[src/hw/rtl/clas_pkg.sv]
// ----------------------------------------------------------------------------
// clas_pkg
// Shared types and constants for the cache line with aging statistics.
// ----------------------------------------------------------------------------
package clas_pkg;

  localparam int TAG_BITS      = 48;
  localparam int AGE_BITS      = 8;
  localparam int COUNT_BITS    = 32;
  localparam int CFG_ADDR_BITS = 3;
  localparam int CFG_DATA_BITS = 32;

  // Operation codes
  localparam logic [1:0] OP_READ  = 2'd0;
  localparam logic [1:0] OP_WRITE = 2'd1;
  localparam logic [1:0] OP_AGE   = 2'd2;

  // Lookup status codes
  localparam logic [1:0] ST_INVALID  = 2'd0;
  localparam logic [1:0] ST_MATCH    = 2'd1;
  localparam logic [1:0] ST_MISMATCH = 2'd2;

  // Configuration register indexes
  localparam logic REG_WRITE_BACK_MODE = 1'b0;

  typedef struct packed {
    logic [1:0]          op;
    logic [TAG_BITS-1:0] req_tag;
    logic                touched;
  } in_item_t;

  typedef struct packed {
    logic [1:0]            lookup_status;
    logic                  was_hit;
    logic                  evicted_dirty;
    logic [AGE_BITS-1:0]   age_value;
    logic [COUNT_BITS-1:0] hit_total;
    logic [COUNT_BITS-1:0] miss_total;
    logic [COUNT_BITS-1:0] read_total;
    logic [COUNT_BITS-1:0] write_total;
    logic [COUNT_BITS-1:0] memread_total;
    logic [COUNT_BITS-1:0] memwrite_total;
  } out_item_t;

  // Counter increment strobes from the line core
  typedef struct packed {
    logic hit;
    logic miss;
    logic rd;
    logic wr;
    logic memrd;
    logic memwr;
  } cnt_inc_t;

endpackage

[src/hw/rtl/cache_line_with_aging_stats.sv]
// ----------------------------------------------------------------------------
// cache_line_with_aging_stats
// One cache line with an aging register and saturating traffic counters.
// ----------------------------------------------------------------------------
// Accepts one transaction (read, write or age tick) per clock unless the output
// stalls, and returns one result per transaction: the transaction is captured
// in an input register, the line core and the six counters update when it
// leaves that register, and the result lands in an output register at that
// same edge. Throughput is one transaction per cycle while the output is not
// stalled, limited by the single line-state update per cycle; a stalled output
// holds the pipe without losing anything. The write_back_mode register (byte
// address 0, reset 1) should be changed only while no transaction is in flight.
module cache_line_with_aging_stats import clas_pkg::*; (
  input  logic                     clk,
  input  logic                     rst_n,
  input  logic                     in_valid,
  output logic                     in_ready,
  input  in_item_t                 in_data,
  output logic                     out_valid,
  input  logic                     out_ready,
  output out_item_t                out_data,
  input  logic                     cfg_psel,
  input  logic                     cfg_penable,
  input  logic                     cfg_pwrite,
  input  logic [CFG_ADDR_BITS-1:0] cfg_paddr,
  input  logic [CFG_DATA_BITS-1:0] cfg_pwdata,
  output logic [CFG_DATA_BITS-1:0] cfg_prdata,
  output logic                     cfg_pready
);

  logic                  wb_mode_r;
  logic                  s1_valid_r;
  in_item_t              s1_item_r;
  logic                  s1_adv;
  logic                  out_valid_r;
  out_item_t             out_data_r;
  out_item_t             out_data_nxt;
  cnt_inc_t              inc;
  logic [1:0]            status;
  logic                  hit;
  logic                  evicted;
  logic [AGE_BITS-1:0]   age_nxt;
  logic [COUNT_BITS-1:0] hit_nxt, miss_nxt, rd_nxt, wr_nxt, memrd_nxt, memwr_nxt;

  // Configuration port
  assign cfg_pready = 1'b1;
  assign cfg_prdata = (cfg_paddr[2] == REG_WRITE_BACK_MODE) ?
                      {{(CFG_DATA_BITS-1){1'b0}}, wb_mode_r} : '0;

  always_ff @(posedge clk) begin
    if (!rst_n) begin
      wb_mode_r <= 1'b1;
    end else if (cfg_psel && cfg_penable && cfg_pwrite && cfg_pready &&
                 (cfg_paddr[2] == REG_WRITE_BACK_MODE)) begin
      wb_mode_r <= cfg_pwdata[0];
    end
  end

  // Pipe control: stage 1 advances when the output register is free
  assign s1_adv   = s1_valid_r && (!out_valid_r || out_ready);
  assign in_ready = !s1_valid_r || s1_adv;

  always_ff @(posedge clk) begin
    if (!rst_n) begin
      s1_valid_r <= 1'b0;
    end else if (in_ready) begin
      s1_valid_r <= in_valid;
    end
  end

  always_ff @(posedge clk) begin
    if (in_ready && in_valid) begin
      s1_item_r <= in_data;
    end
  end

  clas_line_core u_core (
    .clk     (clk),
    .rst_n   (rst_n),
    .go      (s1_adv),
    .item    (s1_item_r),
    .wb_mode (wb_mode_r),
    .inc     (inc),
    .status  (status),
    .hit     (hit),
    .evicted (evicted),
    .age_nxt (age_nxt)
  );

  clas_sat_cnt u_hit_cnt (
    .clk(clk), .rst_n(rst_n), .inc(inc.hit), .count_nxt(hit_nxt));
  clas_sat_cnt u_miss_cnt (
    .clk(clk), .rst_n(rst_n), .inc(inc.miss), .count_nxt(miss_nxt));
  clas_sat_cnt u_rd_cnt (
    .clk(clk), .rst_n(rst_n), .inc(inc.rd), .count_nxt(rd_nxt));
  clas_sat_cnt u_wr_cnt (
    .clk(clk), .rst_n(rst_n), .inc(inc.wr), .count_nxt(wr_nxt));
  clas_sat_cnt u_memrd_cnt (
    .clk(clk), .rst_n(rst_n), .inc(inc.memrd), .count_nxt(memrd_nxt));
  clas_sat_cnt u_memwr_cnt (
    .clk(clk), .rst_n(rst_n), .inc(inc.memwr), .count_nxt(memwr_nxt));

  // Assemble the result from the post-step state
  always_comb begin
    out_data_nxt.lookup_status  = status;
    out_data_nxt.was_hit        = hit;
    out_data_nxt.evicted_dirty  = evicted;
    out_data_nxt.age_value      = age_nxt;
    out_data_nxt.hit_total      = hit_nxt;
    out_data_nxt.miss_total     = miss_nxt;
    out_data_nxt.read_total     = rd_nxt;
    out_data_nxt.write_total    = wr_nxt;
    out_data_nxt.memread_total  = memrd_nxt;
    out_data_nxt.memwrite_total = memwr_nxt;
  end

  // Output register: load on advance, drop on handoff
  always_ff @(posedge clk) begin
    if (!rst_n) begin
      out_valid_r <= 1'b0;
    end else if (s1_adv) begin
      out_valid_r <= 1'b1;
    end else if (out_ready) begin
      out_valid_r <= 1'b0;
    end
  end

  always_ff @(posedge clk) begin
    if (s1_adv) begin
      out_data_r <= out_data_nxt;
    end
  end

  assign out_valid = out_valid_r;
  assign out_data  = out_data_r;

endmodule

[src/hw/rtl/clas_sat_cnt.sv]
// ----------------------------------------------------------------------------
// clas_sat_cnt
// Saturating traffic counter; exposes the value after this cycle's update.
// ----------------------------------------------------------------------------
module clas_sat_cnt import clas_pkg::*; (
  input  logic                  clk,
  input  logic                  rst_n,
  input  logic                  inc,
  output logic [COUNT_BITS-1:0] count_nxt
);

  logic [COUNT_BITS-1:0] count_r;

  // Advance unless already at the maximum
  always_comb begin
    count_nxt = count_r;
    if (inc && (count_r != {COUNT_BITS{1'b1}})) begin
      count_nxt = count_r + COUNT_BITS'(1);
    end
  end

  always_ff @(posedge clk) begin
    if (!rst_n) begin
      count_r <= '0;
    end else begin
      count_r <= count_nxt;
    end
  end

endmodule

[src/hw/rtl/clas_line_core.sv]
// ----------------------------------------------------------------------------
// clas_line_core
// Line state (tag, valid, dirty, aging) and the per-transaction decision logic.
// ----------------------------------------------------------------------------
module clas_line_core import clas_pkg::*; (
  input  logic                clk,
  input  logic                rst_n,
  input  logic                go,
  input  in_item_t            item,
  input  logic                wb_mode,
  output cnt_inc_t            inc,
  output logic [1:0]          status,
  output logic                hit,
  output logic                evicted,
  output logic [AGE_BITS-1:0] age_nxt
);

  logic [TAG_BITS-1:0] tag_r;
  logic [TAG_BITS-1:0] tag_nxt;
  logic                valid_r;
  logic                valid_nxt;
  logic                dirty_r;
  logic                dirty_nxt;
  logic [AGE_BITS-1:0] age_r;
  logic                match;
  logic                is_rd;
  logic                is_wr;
  logic                miss;

  // Compare the tag and classify the transaction
  always_comb begin
    match   = valid_r && (item.req_tag == tag_r);
    is_rd   = (item.op == OP_READ);
    is_wr   = (item.op == OP_WRITE);
    miss    = (is_rd || is_wr) && !match;
    hit     = (is_rd || is_wr) && match;
    evicted = miss && dirty_r && wb_mode;
    if (!valid_r) begin
      status = ST_INVALID;
    end else if (match) begin
      status = ST_MATCH;
    end else begin
      status = ST_MISMATCH;
    end
  end

  // Drive counter strobes
  always_comb begin
    inc.hit   = go && hit;
    inc.miss  = go && miss;
    inc.rd    = go && is_rd;
    inc.wr    = go && is_wr;
    inc.memrd = go && miss;
    inc.memwr = go && (evicted || (is_wr && !wb_mode));
  end

  // Refill on a miss, mark dirty on a write, shift the aging register on a tick
  always_comb begin
    tag_nxt   = tag_r;
    valid_nxt = valid_r;
    dirty_nxt = dirty_r;
    age_nxt   = age_r;
    if (miss) begin
      tag_nxt   = item.req_tag;
      valid_nxt = 1'b1;
      dirty_nxt = 1'b0;
      age_nxt   = '0;
    end
    if (is_wr) begin
      dirty_nxt = 1'b1;
    end
    if (item.op == OP_AGE) begin
      age_nxt = {item.touched, age_r[AGE_BITS-1:1]};
    end
  end

  always_ff @(posedge clk) begin
    if (!rst_n) begin
      tag_r   <= '0;
      valid_r <= 1'b0;
      dirty_r <= 1'b0;
      age_r   <= '0;
    end else if (go) begin
      tag_r   <= tag_nxt;
      valid_r <= valid_nxt;
      dirty_r <= dirty_nxt;
      age_r   <= age_nxt;
    end
  end

endmodule

[config.mk]
export PLATFORM = sky130hd
export DESIGN_NAME = cache_line_with_aging_stats
export DESIGN_NICKNAME = d
export VERILOG_FILES = /design/src/hw/rtl/clas_pkg.sv /design/src/hw/rtl/cache_line_with_aging_stats.sv /design/src/hw/rtl/clas_sat_cnt.sv /design/src/hw/rtl/clas_line_core.sv
export SDC_FILE = /design/constraint.sdc
export NUM_CORES = 1
export LEC_CHECK = 0
export BUFFER_PORTS_ARGS = -buffer_cell sky130_fd_sc_hd__clkbuf_2
export CAP_MARGIN = 20
export CORE_MARGIN = 3
export CORE_UTILIZATION = 62
export CTS_BUF_LIST = sky130_fd_sc_hd__clkbuf_8 sky130_fd_sc_hd__clkbuf_16
export DETAILED_ROUTE_END_ITERATION = 7
export HOLD_SLACK_MARGIN = 0.03
export PLACE_DENSITY_LB_ADDON = 0.2
export SLEW_MARGIN = 10
export SYNTH_ARGS = -nofsm -noshare
export SYNTH_HDL_FRONTEND = slang
export SYNTH_SLANG_ARGS = --single-unit
[constraint.sdc]
create_clock -name clk -period 27.7 [get_ports clk]
set_input_delay 2.77 -clock clk [delete_from_list [all_inputs] [get_ports clk]]
set_output_delay 2.77 -clock clk [all_outputs]
set_load 0.02 [all_outputs]
# Word-level counts from Yosys, hierarchy flattened
# Index checks and enable logic that the tools add are counted.
totals:
  word_cells: 91
  reg_bits: 508
  input_bits: 93
op_classes:
  add_sub_neg: 6
  n_bitwise: 1
  n_mux: 14
  n_reduce_logical: 35
  n_eq_ne: 9
ops:
  columns: ["op", "n"]
  rows:
  - ["32-bit by 1-bit adder with 32-bit output, second input constant", 6]
  - ["32-bit 2-to-1 mux", 6]
  - ["32-bit inequality test, second input constant", 6]
  - ["48-bit == test", 1]
  - ["1-bit logical AND", 22]
  - ["8-bit 2-to-1 mux", 2]
  - ["1-bit 2-to-1 mux", 5]
  - ["1-bit zero test", 4]
  - ["1-bit logical OR", 4]
  - ["2-bit AND reduction", 2]
  - ["2-bit nonzero test", 2]
  - ["2-bit by 1-bit == test with 1-bit output, second input constant", 1]
  - ["2-bit == test, second input constant", 1]
  - ["2-bit zero test", 1]
  - ["2-bit 2-to-1 mux", 1]
  - ["1-bit NOT", 1]

# Logic depth before layout (Yosys ltp)
# Gate-level depths: netlist (run 1).
logic_depth:
  ltp_word: 10
  depth_mapped: 9
  depth_no_buf: 7

# Cells and area by module
# A second synthesis (run 1) with hierarchy kept.
hier_totals:
  cells_unflattened: 1892
  area_unflattened_um2: 22291.4
modules_own_cells:
  columns: ["module", "area_each_um2", "n_inst", "cells_each"]
  rows:
  - ["clas_sat_cnt", 1865.5, 6, 205]
  - ["cache_line_with_aging_stats", 8065.2, 1, 304]
  - ["clas_line_core", 3032.9, 1, 358]

# Worst setup path after synthesis (run 1)
# No wires, ideal clock.
synth_path:
  kind: "input port to flip-flop"
  start: "input port out_ready"
  end: "register u_core.age_r[6]"
  arrival_time_ps: 13055
  setup_slack_ps: 14554
  path_buffers: 3
  path_stages: 8
  cell_sequence: "nor2b_1 > buf_2 > nor2_1 > and3_1 > clkbuf_1 > clkbuf_1 > a21oi_1 > a311oi_1"
synth_between:
  elab_chain_len: 2
synth_lines:
  columns: ["element", "line_no", "text"]
  rows:
  - ["from (decl)", "cache_line_with_aging_stats.sv:20", "input logic out_ready,"]
  - ["1-bit logical OR", "cache_line_with_aging_stats.sv:60", "assign s1_adv = s1_valid_r && (!out_valid_r || out_ready);"]
  - ["1-bit logical AND", "cache_line_with_aging_stats.sv:60", null]
  - ["via s1_adv", "cache_line_with_aging_stats.sv:34", "logic s1_adv;"]
  - ["to (signal assigned)", "clas_line_core.sv:87", "age_r <= age_nxt;"]
  - ["to (decl)", "clas_line_core.sv:24", "logic [AGE_BITS-1:0] age_r;"]
# The timed path passes the listed nets, and every way through them passes these cells.
# A chain may end at the register's enable or synchronous reset.

# Worst setup path after layout (run 1)
layout_path:
  start: "input port out_ready"
  end: "output port in_ready"
layout_between:
  elab_chain_len: 3
layout_lines:
  columns: ["element", "line_no", "text"]
  rows:
  - ["1-bit logical OR", "cache_line_with_aging_stats.sv:60", null]
  - ["1-bit logical AND", "cache_line_with_aging_stats.sv:60", null]
  - ["1-bit logical OR", "cache_line_with_aging_stats.sv:61", "assign in_ready = !s1_valid_r || s1_adv;"]
  - ["to (decl)", "cache_line_with_aging_stats.sv:17", "output logic in_ready,"]
# Every way passes these cells.

==> results of run 1 <==
## path summary, 6_finish.rpt
| path | depth (start not counted) | endpoint | start | slack [ps] |
|---|---|---|---|---|
| setup / recovery | 5 | in_ready | out_ready | 21380 |
| hold / removal | 2 | u_core.tag_r[15] | u_core.tag_r[15] | 470 |
| setup reg to reg | 7 | out_data[129] | s1_item_r[40] | 24280 |
| hold reg to reg | 2 | u_core.tag_r[15] | u_core.tag_r[15] | 470 |
## area by class of cell
type / instances / area (um2)
well taps: 461 / 577
flip-flops and latches: 508 / 12700
inverters: 15 / 56.3
clock inverters: 35 / 360
repair buffers: 284 / 1500
clock buffers: 59 / 1410
multi-input cells: 1490 / 9610
fillers: 2544 / 9770
## cells by family after synthesis
group	after synthesis	share of synthesized area, %
buffers and inverters	153	3.22
other	2	0.0327
flip-flops	508	55.5
adder cells (fa/ha/maj)	6	0.327
XOR/XNOR	214	8.17
AO/OA/AOI/OAI	92	2.62
AND/OR/NAND/NOR	983	23.0
multiplexers	163	7.16
## per-layer routing
metal / share of wire (%) / up-vias
li1: - / 7981
met1: 42 / 7854
met2: 48 / 618
met3: 7.2 / 101
met4: 3.1 / 0
met5: 0 / -
## state kept, by name, summed over array words and instances, names as in the netlist, 8 cells and up
name                 cells
s1_item_r               51
u_wr_cnt.count_r        32
u_hit_cnt.count_r       32
out_data               204
u_core.age_r             8
u_rd_cnt.count_r        32
u_memwr_cnt.count_r     32
u_memrd_cnt.count_r     32
u_core.tag_r            48
u_miss_cnt.count_r      32
## critical path, cell delays in order
cell	delay, ps
clkbuf_2	120
nor2b_1	120
buf_4	200
nand2_1	150
clkbuf_2	200
## stage by stage
| stage | instances | setup WS (ps) |
|---|---|---|
| detailed placement | 2756 | 21390 |
| global route | 2852 | 21340 |
| global placement | 2756 | 21390 |
| floorplan | 2151 | 14550 |
| CTS | 2850 | 21390 |
| finish | 2852 | 21380 |
## synth_stat cells, types with 4 or more instances
cell      instances
nand3_1          74
dfxtp_1         253
ha_1              6
nor2b_1           5
nor4_1           53
o21ai_0          18
o211ai_1          4
clkbuf_1         70
nor3b_1           4
buf_1             8
a221o_1           8
nand2b_1        105
o21bai_1          5
o31ai_1           7
nor4b_1           8
xor2_1          123
nand4_1          84
nor4_2            4
a21oi_1          32
and4_1           25
mux2_2            5
nor3_1           75
or3_1            23
buf_2            25
buf_4            33
nor2_1           46
nand2_1         335
xnor2_1          91
and3_1           33
and2_1           66
inv_1            15
edfxtp_1        255
a311oi_1          8
or4_1            18
mux2i_1         157
nor3_2            5
## power breakdown
part / internal, mW / switching, mW
sequential: 0.805 / 0.00939
clock: 0.436 / 0.282
combinational: 0.0213 / 0.0517
total: 1.26 / 0.344
==> impl_metrics.env, run 1 <==
export IMPL_antenna_found_initial=0
export IMPL_routedWlPerCell_um=17.4
export IMPL_ant_nets=0
export IMPL_wirelength_um=49500
export IMPL_drt_initial_drc_count=1309
export IMPL_drc=0
export IMPL_numCtsBuffers=52
export IMPL_postCtsHoldBufs=0
export IMPL_synth_top_cells_by_area="edfxtp_1 (33%), dfxtp_1 (22%), mux2i_1 (6.9%), nand2_1 (5.5%), xor2_1 (4.7%)"
export IMPL_synth_edf_count=255
export IMPL_drive_gt1_share_pct=16.6
export IMPL_ctsResizeCount=0
export IMPL_skew_ps=12.8
export IMPL_hold_viol=0
export IMPL_first_pass_iters=5
export IMPL_yosysWarnings=0
export IMPL_period_share_pct=22.8
export IMPL_io_pins=332
export IMPL_areaGrowthSynthToFinish_pct=14.3
export IMPL_htree_levels=2
export IMPL_synthCells=2121
export IMPL_p_per_area_nw_per_um2=61.2
export IMPL_cts_sinks=508
export IMPL_overflow=0
export IMPL_crit_path_end_kind="primary output"
export IMPL_setup_tns_ps=0
export IMPL_dp_hpwl_um=33800
export IMPL_synth_top_area_cell="edfxtp_1"
export IMPL_postCtsSetupBuffers=0
export IMPL_place_congestion=0.882
export IMPL_power_mw=1.61
export IMPL_clk_latency_ps=580
export IMPL_leakage_nw=10.4
export IMPL_start_util_pct=63.7
export IMPL_use_met2_pct=40.7
export IMPL_async_flop_share_pct=0
export IMPL_grt_busiest_layer="met2"
export IMPL_grt_use_total_pct=24.8
export IMPL_final_cell_mix="nand2_1 (335), clkbuf_2 (265), edfxtp_1 (255)"
export IMPL_die_area_um2=39300
export IMPL_worst_setup_path_type="input port to primary output"
export IMPL_cp_max_fo=9
export IMPL_placed_cell_area_um2=24400
export IMPL_cp_data_arrival_time_ps=3550
export IMPL_tightest_slew_ps=1080
export IMPL_cts_tree="done"
export IMPL_io_buffer_count=266
export IMPL_die_height_um=198
export IMPL_rsz0062_at_grt="false"
export IMPL_synth_cell_types=60
export IMPL_final_area_um2=26200
export IMPL_setup_violations=0
export IMPL_synthesis_area_um2=22900
export IMPL_grtUsageMet3_pct=4.05
export IMPL_coreArea_um2=36000
export IMPL_outcome="completed"
export IMPL_final_nets=2450
export IMPL_yosys_most_used_dff="edfxtp_1"
export IMPL_fmax_ghz=0.158
export IMPL_finish_utilization_pct=72.9
export IMPL_start_kind="input port"
export IMPL_cts_buffer_depth=3
export IMPL_std_cell_rows=69
export IMPL_grt_met1_usage_pct=33.3
export IMPL_hold_path_class="register to register"
export IMPL_ir_drop_mv=0.0453
export IMPL_syn_area_per_cell_um2=10.8
export IMPL_vias=16554
export IMPL_die_w_um=198
export IMPL_grt_pass1_wl_um=79400
export IMPL_relSlewSlack_pct=27.5
export IMPL_seq_area_frac_synth_pct=55.5
export IMPL_grt_max_degree=118
export IMPL_antenna_cells=0
export IMPL_finalCriticalPeriod_ps=6320
export IMPL_viasPerCell=5.80
export IMPL_maxCapViolations=0
export IMPL_worstPathRequired_ps=24930
export IMPL_ys_ff_latch=508
export IMPL_grt_pass1_vias=15867
export IMPL_layout_commonest_cell="nand2_1"
export IMPL_drv_slew=0
export IMPL_hold_slack_ps=472
export IMPL_cts_root_buf="clkbuf_16"
export IMPL_yosysTopAreaCellShare_pct=33.4
export IMPL_clk_pin_slew_ps=60
Note: power is estimated with default switching activity, not from simulation.
==> run 2, diff against run 1 <==
--- a/config.mk
+++ b/config.mk
@@ -8,7 +8,7 @@
 export BUFFER_PORTS_ARGS = -buffer_cell sky130_fd_sc_hd__clkbuf_2
 export CAP_MARGIN = 20
 export CORE_MARGIN = 3
-export CORE_UTILIZATION = 62
+export CORE_UTILIZATION = 58
 export CTS_BUF_LIST = sky130_fd_sc_hd__clkbuf_8 sky130_fd_sc_hd__clkbuf_16
 export DETAILED_ROUTE_END_ITERATION = 7
 export HOLD_SLACK_MARGIN = 0.03
==> constraint.sdc (replaced) <==
create_clock -name clk -period 5.95 [get_ports clk]
set_input_delay 0.595 -clock clk [delete_from_list [all_inputs] [get_ports clk]]
set_output_delay 0.595 -clock clk [all_outputs]
set_load 0.02 [all_outputs]
==> run 2 against run 1 <==
Via count fell by 1.0%; sequential power rose to 4.7 times the previous value; largest power group unchanged; combinational power rose to 4.6 times the previous value; sequential share of layout area grew 0.067 points; first-iteration DRC count down 20%; highest routed layer is now met5; design area shrank 0.14%.
==> impl_metrics.env, run 2 (same netlist as run 1, synthesis figures left out) <==
export IMPL_drc=0
export IMPL_dp_hpwl_um=33200
export IMPL_grt_use_total_pct=23.0
export IMPL_cp_cell_sequence="xnor2_1, nand4_1, nor4_1, and4_2, buf_4, nor3_2, mux2_2"
export IMPL_clk_latency_ps=590
export IMPL_vias=16386
export IMPL_postCtsSetupBuffers=0
export IMPL_layout_commonest_cell="nand2_1"
export IMPL_p_per_area_nw_per_um2=277
export IMPL_leakage_nw=10.3
export IMPL_drt_initial_drc_count=1049
export IMPL_die_area_um2=42000
export IMPL_wirelength_um=49400
export IMPL_io_pins=332
export IMPL_grt_max_degree=205
export IMPL_numCtsBuffers=51
export IMPL_grt_pass1_vias=15390
export IMPL_cts_root_buf="clkbuf_16"
export IMPL_wl_met3_um=2930
export IMPL_hold_path_class="input port to register"
export IMPL_ant_nets=0
export IMPL_fmax_ghz=0.288
export IMPL_final_area_um2=26200
export IMPL_fillers=2982
export IMPL_first_pass_iters=5
export IMPL_antenna_found_initial=2
export IMPL_setup_tns_ps=0
export IMPL_coreArea_um2=38800
export IMPL_finalCriticalPeriod_ps=3470
export IMPL_overflow=0
export IMPL_slowest_stage="nor4_1"
export IMPL_outcome="completed"
export IMPL_skew_ps=20.0
export IMPL_period_share_pct=58.3
export IMPL_place_congestion=0.857
export IMPL_areaGrowthSynthToFinish_pct=14.2
export IMPL_die_height_um=205
export IMPL_drv_slew=0
export IMPL_final_nets=2447
export IMPL_routedWlPerCell_um=17.0
export IMPL_cts_buffer_depth=3
export IMPL_tightest_slew_ps=1140
export IMPL_largest_register_ffs=204
export IMPL_rsz0062_at_grt="false"
export IMPL_clk_pin_slew_ps=60
export IMPL_io_buffer_count=266
export IMPL_relSlewSlack_pct=24.0
export IMPL_top_layer="met5"
export IMPL_postCtsHoldBufs=0
export IMPL_cts_sinks=508
export IMPL_critPathMaxStageDelay_ps=650
export IMPL_dr_wl_met2_um=23800
export IMPL_crit_path_end_kind="register"
export IMPL_m1WireLength_um=21300
export IMPL_grt_pass1_wl_um=78400
export IMPL_multi_input_area_um2=9610
export IMPL_die_w_um=205
export IMPL_worst_setup_path_type="register to register"
export IMPL_viasPerCell=5.63
export IMPL_power_mw=7.25
export IMPL_seqCellArea_um2=12700
export IMPL_worstPathRequired_ps=6270
export IMPL_ir_drop_mv=0.243
export IMPL_maxCapViolations=0
export IMPL_htree_levels=2
export IMPL_start_util_pct=59.1
export IMPL_cp_data_arrival_time_ps=3790
export IMPL_cp_max_fo=72
export IMPL_cts_tree="done"
export IMPL_start_kind="register"
export IMPL_final_cell_mix="nand2_1 (335), clkbuf_2 (265), edfxtp_1 (255)"
export IMPL_std_cell_rows=72
export IMPL_hold_viol=0
export IMPL_placed_cell_area_um2=24500
export IMPL_setup_violations=0
export IMPL_drive_gt1_share_pct=16.4
export IMPL_ctsResizeCount=0
export IMPL_hold_slack_ps=183
==> run 2: cell count changes in the layout (fill, tap and decap cells not counted), moves of 2 or more <==
cell        previous run  this run
buf_4                 16        13
bufinv_16              8         2
clkinv_1               9         6
clkinv_2               8         5
clkinv_4               1         3
clkinvlp_4             1         4
inv_1                 23        29
inv_6                  0         2
==> run 2: critical path, delay by kind of cell (launching register included) <==
family        cells  cell delay, ps
simple gates      4            1500
buf+inv           1             640
flops             1             420
xor+xnor          1             330
mux               1             310
==> run 2: final cells by class <==
| cell class | count | area share, % |
|---|---|---|
| timing repair buffer | 282 | 5.73 |
| antenna | 1 | 0.00955 |
| tap | 518 | 2.47 |
| inverter | 15 | 0.215 |
| sequential | 508 | 48.6 |
| multi-input combinational | 1490 | 36.7 |
| clock buffer | 59 | 5.42 |
| clock inverter | 36 | 0.893 |
==> run 2: routing by layer <==
layer  up-vias  GRT usage, %
met2       507          38.2
met3        98          3.51
met5         -             0
li1       7973             -
met1      7806          30.9
met4         2          8.30
==> run 2: final timing paths <==
| kind | from | end | slack [ps] | depth (start not counted) |
|---|---|---|---|---|
| setup / recovery | s1_item_r[19] | out_data[33] | 2480 | 7 |
| hold / removal | in_data[26] | s1_item_r[26] | 180 | 1 |
| setup reg to reg | s1_item_r[19] | out_data[33] | 2480 | 7 |
| hold reg to reg | u_core.tag_r[43] | u_core.tag_r[43] | 470 | 2 |
==> run 2: stage by stage <==
stage | setup WS, ps | utilization [%] | std cells
after floorplan | 889 | - | 2151
after global placement | 2530 | 63.1 | 2811
after detailed placement | 2510 | 63.1 | 2811
after CTS | 2530 | 67.3 | 2906
after global routing | 2370 | 67.5 | 2909
final | 2480 | 67.5 | 2909
==> run 2: where the power goes <==
part / switching (mW) / total [mW] / leakage, nW / internal [mW]
logic: 0.239 / 0.339 / 4.86 / 0.0994
clock network: 1.33 / 3.12 / 0.859 / 1.79
registers: 0.0427 / 3.79 / 4.62 / 3.75
